--- config.mk ---
export PLATFORM = sky130hd
export DESIGN_NAME = neighbor_link_quality_table
export DESIGN_NICKNAME = d
export VERILOG_FILES = /design/src/nlq_pkg.sv /design/src/nlq_ram.sv /design/src/nlq_ctrl.sv /design/src/nlq_dp.sv /design/src/neighbor_link_quality_table.sv
export SDC_FILE = /design/constraint.sdc
export NUM_CORES = 1
export LEC_CHECK = 0
export ABC_CLOCK_PERIOD_IN_PS = 3700
export BUFFER_PORTS_ARGS = -buffer_cell sky130_fd_sc_hd__buf_2
export CAP_MARGIN = 25
export CORE_MARGIN = 8
export CORE_UTILIZATION = 40
export CTS_CLUSTER_DIAMETER = 40
export DETAILED_ROUTE_END_ITERATION = 10
export GPL_TIMING_DRIVEN = 0
export PLACE_DENSITY = 0.6
export SLEW_MARGIN = 20
export SYNTH_ARGS = -nofsm -noshare
export SYNTH_HDL_FRONTEND = slang
export SYNTH_SLANG_ARGS = --single-unit
export TNS_END_PERCENT = 20
--- constraint.sdc ---
create_clock -name clk -period 3.7 [get_ports clk]
set_input_delay 0.555 -clock clk [delete_from_list [all_inputs] [get_ports clk]]
set_output_delay 0.555 -clock clk [all_outputs]
set_load 0.005 [all_outputs]
--- src/nlq_pkg.sv ---
// ----------------------------------------------------------------------------
// Neighbor link-quality table package
// Shared state type, outcome codes and controller/datapath interface structs.
// ----------------------------------------------------------------------------
package nlq_pkg;

  typedef enum logic [0:0] {
    ST_IDLE,
    ST_SCAN
  } state_t;

  localparam logic [1:0] OUTCOME_ADDED   = 2'd0;
  localparam logic [1:0] OUTCOME_UPDATED = 2'd1;
  localparam logic [1:0] OUTCOME_DROPPED = 2'd2;

  typedef struct packed {
    logic load;
    logic read;
    logic commit;
  } ctl_cmd_t;

  typedef struct packed {
    logic hit;
    logic miss;
    logic out_free;
  } dp_status_t;

endpackage

--- src/nlq_ram.sv ---
// ----------------------------------------------------------------------------
// Generic RAM
// One write port and one read port with registered read data.
// ----------------------------------------------------------------------------
module nlq_ram #(
  parameter int WIDTH = 48,
  parameter int DEPTH = 16,
  localparam int AW = (DEPTH > 1) ? $clog2(DEPTH) : 1
) (
  input  logic             clk,
  input  logic             wr_en,
  input  logic [AW-1:0]    wr_addr,
  input  logic [WIDTH-1:0] wr_data,
  input  logic             rd_en,
  input  logic [AW-1:0]    rd_addr,
  output logic [WIDTH-1:0] rd_data
);

  logic [WIDTH-1:0] mem [DEPTH];

  always_ff @(posedge clk) begin
    if (wr_en) begin
      mem[wr_addr] <= wr_data;
    end
    if (rd_en) begin
      rd_data <= mem[rd_addr];
    end
  end

endmodule

--- src/nlq_ctrl.sv ---
// ----------------------------------------------------------------------------
// Neighbor table controller
// Sequences capture, table scan and commit of one transaction at a time.
// ----------------------------------------------------------------------------
module nlq_ctrl (
  input  logic                clk,
  input  logic                rst,
  input  logic                in_valid,
  output logic                in_stall,
  input  nlq_pkg::dp_status_t status,
  output nlq_pkg::ctl_cmd_t   cmd
);

  nlq_pkg::state_t state;
  nlq_pkg::state_t state_next;

  always_ff @(posedge clk) begin
    if (rst) begin
      state <= nlq_pkg::ST_IDLE;
    end else begin
      state <= state_next;
    end
  end

  always_comb begin
    state_next = state;
    cmd        = '0;
    in_stall   = 1'b1;
    case (state)
      nlq_pkg::ST_IDLE: begin
        in_stall = 1'b0;
        if (in_valid) begin
          cmd.load   = 1'b1;
          state_next = nlq_pkg::ST_SCAN;
        end
      end
      nlq_pkg::ST_SCAN: begin
        // A decision waits here until the output register can take it.
        if (status.hit || status.miss) begin
          if (status.out_free) begin
            cmd.commit = 1'b1;
            state_next = nlq_pkg::ST_IDLE;
          end
        end else begin
          cmd.read = 1'b1;
        end
      end
      default: begin
        state_next = nlq_pkg::ST_IDLE;
      end
    endcase
  end

endmodule

--- src/nlq_dp.sv ---
// ----------------------------------------------------------------------------
// Neighbor table datapath
// Holds the captured packet, entry count, scan pointer, table RAM and result.
// ----------------------------------------------------------------------------
module nlq_dp #(
  parameter int TABLE_DEPTH = 16,
  localparam int IW = (TABLE_DEPTH > 1) ? $clog2(TABLE_DEPTH) : 1,
  localparam int CW = $clog2(TABLE_DEPTH + 1)
) (
  input  logic                clk,
  input  logic                rst,
  input  nlq_pkg::ctl_cmd_t   cmd,
  output nlq_pkg::dp_status_t status,
  input  logic [15:0]         sender_address,
  input  logic [15:0]         signal_strength,
  input  logic [15:0]         link_quality,
  output logic                out_valid,
  input  logic                out_stall,
  output logic [1:0]          outcome,
  output logic [3:0]          slot_used,
  output logic [4:0]          neighbor_count
);

  logic [15:0]   item_addr;
  logic [15:0]   item_rssi;
  logic [15:0]   item_lqi;
  logic [CW-1:0] count;
  logic [CW-1:0] count_next;
  logic [CW-1:0] idx;
  logic [IW-1:0] pidx;
  logic          rd_pend;
  logic [47:0]   rd_data;
  logic          hit;
  logic          full;
  logic          wr_en;
  logic [IW-1:0] slot_sel;
  logic [1:0]    outcome_next;
  logic [31:0]   slot_wide;
  logic [31:0]   count_wide;

  // Entries are only appended, so slots 0..count-1 are exactly the valid ones.
  assign hit  = rd_pend && (rd_data[47:32] == item_addr);
  assign full = (count == CW'(TABLE_DEPTH));

  assign status.hit      = hit;
  assign status.miss     = !hit && (idx == count);
  assign status.out_free = !out_valid || !out_stall;

  always_comb begin
    count_next = count;
    wr_en      = 1'b0;
    slot_sel   = '0;
    if (hit) begin
      slot_sel     = pidx;
      outcome_next = nlq_pkg::OUTCOME_UPDATED;
      wr_en        = cmd.commit;
    end else if (!full) begin
      slot_sel     = count[IW-1:0];
      outcome_next = nlq_pkg::OUTCOME_ADDED;
      wr_en        = cmd.commit;
      count_next   = count + CW'(1);
    end else begin
      outcome_next = nlq_pkg::OUTCOME_DROPPED;
    end
  end

  assign slot_wide  = 32'(slot_sel);
  assign count_wide = 32'(count_next);

  nlq_ram #(
    .WIDTH (48),
    .DEPTH (TABLE_DEPTH)
  ) u_table (
    .clk     (clk),
    .wr_en   (wr_en),
    .wr_addr (slot_sel),
    .wr_data ({item_addr, item_rssi, item_lqi}),
    .rd_en   (cmd.read),
    .rd_addr (idx[IW-1:0]),
    .rd_data (rd_data)
  );

  always_ff @(posedge clk) begin
    if (cmd.load) begin
      item_addr <= sender_address;
      item_rssi <= signal_strength;
      item_lqi  <= link_quality;
    end
    if (cmd.read) begin
      pidx <= idx[IW-1:0];
    end
    if (cmd.commit) begin
      outcome        <= outcome_next;
      slot_used      <= slot_wide[3:0];
      neighbor_count <= count_wide[4:0];
    end
  end

  always_ff @(posedge clk) begin
    if (rst) begin
      count     <= '0;
      idx       <= '0;
      rd_pend   <= 1'b0;
      out_valid <= 1'b0;
    end else begin
      if (cmd.load) begin
        idx     <= '0;
        rd_pend <= 1'b0;
      end else if (cmd.read) begin
        idx     <= idx + CW'(1);
        rd_pend <= 1'b1;
      end else if (cmd.commit) begin
        rd_pend <= 1'b0;
      end
      if (cmd.commit) begin
        count     <= count_next;
        out_valid <= 1'b1;
      end else if (!out_stall) begin
        out_valid <= 1'b0;
      end
    end
  end

  a_count_bound: assert property (@(posedge clk) disable iff (rst)
    count <= CW'(TABLE_DEPTH))
    else $error("entry count exceeds table depth");

  a_scan_bound: assert property (@(posedge clk) disable iff (rst)
    idx <= count)
    else $error("scan pointer ran past the filled entries");

  a_commit_out: assert property (@(posedge clk) disable iff (rst)
    cmd.commit |=> out_valid)
    else $error("committed transaction did not reach the output register");

  a_count_step: assert property (@(posedge clk) disable iff (rst)
    cmd.commit && !hit && !full |=> count == $past(count) + CW'(1))
    else $error("new neighbor did not advance the entry count");

endmodule

--- src/neighbor_link_quality_table.sv ---
// Each transaction is captured, the filled entries are scanned for its sender address (stopping
// on a hit), and the decision is committed to the output register. One transaction is handled at
// a time; the scan reads one entry per cycle through the single read port of the table RAM.
// The output register lets a new transaction start while a result still waits.
// Reset (rst, synchronous) empties the table by clearing the entry count; no clearing pass.
// ----------------------------------------------------------------------------
// Neighbor link-quality table
// Looks up a sender address, updates or appends its entry and reports the outcome.
// ----------------------------------------------------------------------------
module neighbor_link_quality_table #(
  parameter int TABLE_DEPTH = 16
) (
  input  logic        clk,
  input  logic        rst,
  input  logic        in_valid,
  output logic        in_stall,
  input  logic [15:0] sender_address,
  input  logic [15:0] signal_strength,
  input  logic [15:0] link_quality,
  output logic        out_valid,
  input  logic        out_stall,
  output logic [1:0]  outcome,
  output logic [3:0]  slot_used,
  output logic [4:0]  neighbor_count
);

  nlq_pkg::ctl_cmd_t   cmd;
  nlq_pkg::dp_status_t status;

  nlq_ctrl u_ctrl (
    .clk      (clk),
    .rst      (rst),
    .in_valid (in_valid),
    .in_stall (in_stall),
    .status   (status),
    .cmd      (cmd)
  );

  nlq_dp #(
    .TABLE_DEPTH (TABLE_DEPTH)
  ) u_dp (
    .clk             (clk),
    .rst             (rst),
    .cmd             (cmd),
    .status          (status),
    .sender_address  (sender_address),
    .signal_strength (signal_strength),
    .link_quality    (link_quality),
    .out_valid       (out_valid),
    .out_stall       (out_stall),
    .outcome         (outcome),
    .slot_used       (slot_used),
    .neighbor_count  (neighbor_count)
  );

endmodule
==> run summary <==
status - finished, final reports clean
PwrDens - 535 nW/um^2
core area - 30400 sq um
drt pass-1 iters - 5
gr ovfl total - 0
Root Buffer - clkbuf_16
Tmin final - 3580 ps
WP data arrival - 3800 ps
setup TNS - 0 ps
layout cells sized above 1 - 34.7%
Final Max Slew Viols - 0
CP max FO - 10
initial antenna violation count - 0
Post-Syn Instances - 591
Die Height - 191 um
gpl congestion - 0.815
residual DRC count - 0
Storage cell area - 9360 sq um
final wirelength - 28500 um
clock buffer depth - 3
final hold slack - 212 ps
Fin. Hold Viols - 0
clock sink count - 316
#FFs+latches synth - 316
Mapped Avg Cell Area - 20.8 sq um
Post-Syn Area - 12300 sq um
Slew @ Worst Pin - 943 ps
worst skew pair latency - 520 ps
Rel. slew slack - 37.2%
# port buffers - 31
initial drt markers - 547
pin count of the biggest net entering global routing - 21
Tightest Hold Check Type - input pin to flip-flop
sequential element share of the synthesized area - 76.0%
Via density - 5.55
antenna diode count - 0
I/O Pins - 65
Netlist cell types - 43
syn_nets - 647
Post-synth EDFFs - 303
CTS tree - built
LEAKAGE - 0.00487 uW
f_max - 279 MHz
yosys warns - 0
Num CTS Buffers - 39
htree depth - 2
peak supply drop - 0.454 mV
# setup viols final - 0
async set-reset flop share out of synthesis - 0%
final cell count without fillers - 1150
Critical Path RT - 3920 ps
GRT Overall Usage - 15.7%
Multi-input gate area - 2990 sq um
crit path kind - flip-flop to flip-flop
Die Span X - 191 um
via count - 6388
CP endpoint kind - flip-flop
CP Launch Type - flip-flop
max cap viols - 0
Final nets - 780
DRT antenna net count - 0
num rows - 64
Layout area overhead - 22.1%
fill count - 2475
PnR worst setup slack - 119 ps
Starting Density - 40.5%
number of global-route vias before repair - 6582
die area - 36600 sq um
DP HPWL - 18700 um
Final Skew - 13.2 ps
first-pass GRT wire length - 42200 um
Overall Power - 8030 uW
# hold bufs at CTS - 0
post-route clock period utilization - 96.8%
DP Worst Slack - -353 ps
flop-to-flop setup slack - 120 ps
RSZ-0062 raised after global routing - no
ys flop type - edfxtp_1
per-cell routed wire length - 24.8 um
clk slew on worst S/H paths - 60 ps
placed insts - 1045
critical path, stage by stage (launching register included):
cell,delay [ps]
edfxtp_1,490
xor2_1,250
nor4_2,330
nand4_1,280
or2_1,320
buf_6,140
inv_2,60
buf_2,250
clkbuf_4,270
nand3_1,110
o41ai_2,140
buf_4,260
buf_4,170
buf_2,190
flip-flops by register name (all words and copies together), names as in the netlist:
register and count:
u_dp.count 5, u_dp.slot_used 4, u_dp.item_addr 16, u_dp.outcome 2
u_dp.u_table.rd_data 16, u_dp.out_valid 1, u_dp.pidx 4, u_ctrl.state 1
u_dp.rd_pend 1, u_dp.neighbor_count 5, u_dp.u_table.mem 256, u_dp.idx 5
Yosys cell counts, drive strengths merged (2+ instances only):
| master | number | area share [%] |
|---|---|---|
| a21oi | 9 | 0.37 |
| and3 | 2 | 0.10 |
| buf | 16 | 0.65 |
| clkbuf | 17 | 0.52 |
| dfxtp | 13 | 2.1 |
| edfxtp | 303 | 74 |
| ha | 4 | 0.41 |
| inv | 7 | 0.21 |
| mux4 | 80 | 15 |
| nand2 | 25 | 0.76 |
| nand3 | 17 | 0.69 |
| nand3b | 2 | 0.12 |
| nand4 | 7 | 0.36 |
| nor2 | 11 | 0.34 |
| nor2b | 3 | 0.15 |
| nor3 | 4 | 0.16 |
| nor3b | 2 | 0.12 |
| nor4 | 4 | 0.20 |
| o21ai | 8 | 0.33 |
| o22ai | 2 | 0.10 |
| o31ai | 11 | 0.67 |
| o32ai | 2 | 0.20 |
| o41ai | 3 | 0.21 |
| or2 | 2 | 0.10 |
| or4 | 3 | 0.21 |
| xnor2 | 2 | 0.14 |
| xor2 | 22 | 1.6 |
where the power goes:
group,total [uW],internal (uW),switching [uW]
sequential,4050,4010,38.4
clock,3600,2140,1460
combinational,384,164,221
path summary, 6_finish.rpt:
check / from / to / cells past startpoint
worst max-delay path: u_dp.item_addr[11] / u_dp.u_table.mem[10][47] / 13
worst min-delay path: sender_address[10] / u_dp.item_addr[10] / 1
worst max register to register: u_dp.item_addr[11] / u_dp.u_table.mem[10][47] / 13
worst min register to register: u_dp.rd_pend / u_dp.rd_pend / 2
timing repair:
item                       in CTS  in global routing
buffers inserted               10                 21
resized for setup               1                  1
setup endpoints to repair     176                 59
pin swaps                       1                  2
cell type report:
cell class | count | area share [%]
flip-flops and latches | 316 | 62.3
inverters | 7 | 0.175
multi-input cells | 235 | 19.9
plain buffers | 33 | 0.974
clock inverters | 28 | 1.57
well taps | 396 | 3.30
repair buffers | 92 | 5.09
clock buffers | 43 | 6.73
cells in the final DEF, fill, tap and decap left out, types with 4 or more instances in the layout:
master / count
mux4_2: 80
nand2_1: 25
buf_16: 4
nor2_1: 11
clkbuf_1: 20
clkinv_4: 4
dfxtp_1: 13
nor3_1: 4
buf_6: 14
buf_1: 5
xor2_1: 22
ha_1: 4
clkbuf_16: 40
edfxtp_1: 303
inv_1: 6
o31ai_4: 8
buf_4: 33
nand4_1: 7
a21oi_1: 8
clkinv_1: 11
nand3_1: 17
buf_2: 47
o21ai_0: 8
cells by family after synthesis:
group	synth area share [%]
simple gates	3.48
compound gates	2.29
mux	14.7
buf+inv	1.38
flops	76.0
xor+xnor	1.71
fa+ha+maj	0.407
per-layer routing:
layer / GRT usage, % / routed length [um] / up-vias
met5: 0 / 0 / -
met4: 6.16 / 1070 / 0
met3: 3.12 / 1830 / 70
met2: 25.6 / 13800 / 240
met1: 20.5 / 11800 / 3346
li1: - / - / 2732
through the flow:
stage	instance area [sq um]	util [%]
2_1_floorplan	12300	-
3_3_place_gp	13000	42.6
3_5_place_dp	13500	44.2
4_1_cts	14800	48.6
5_1_grt	15000	49.4
6_report	15000	49.4
Note: power is estimated with default switching activity, not from simulation.
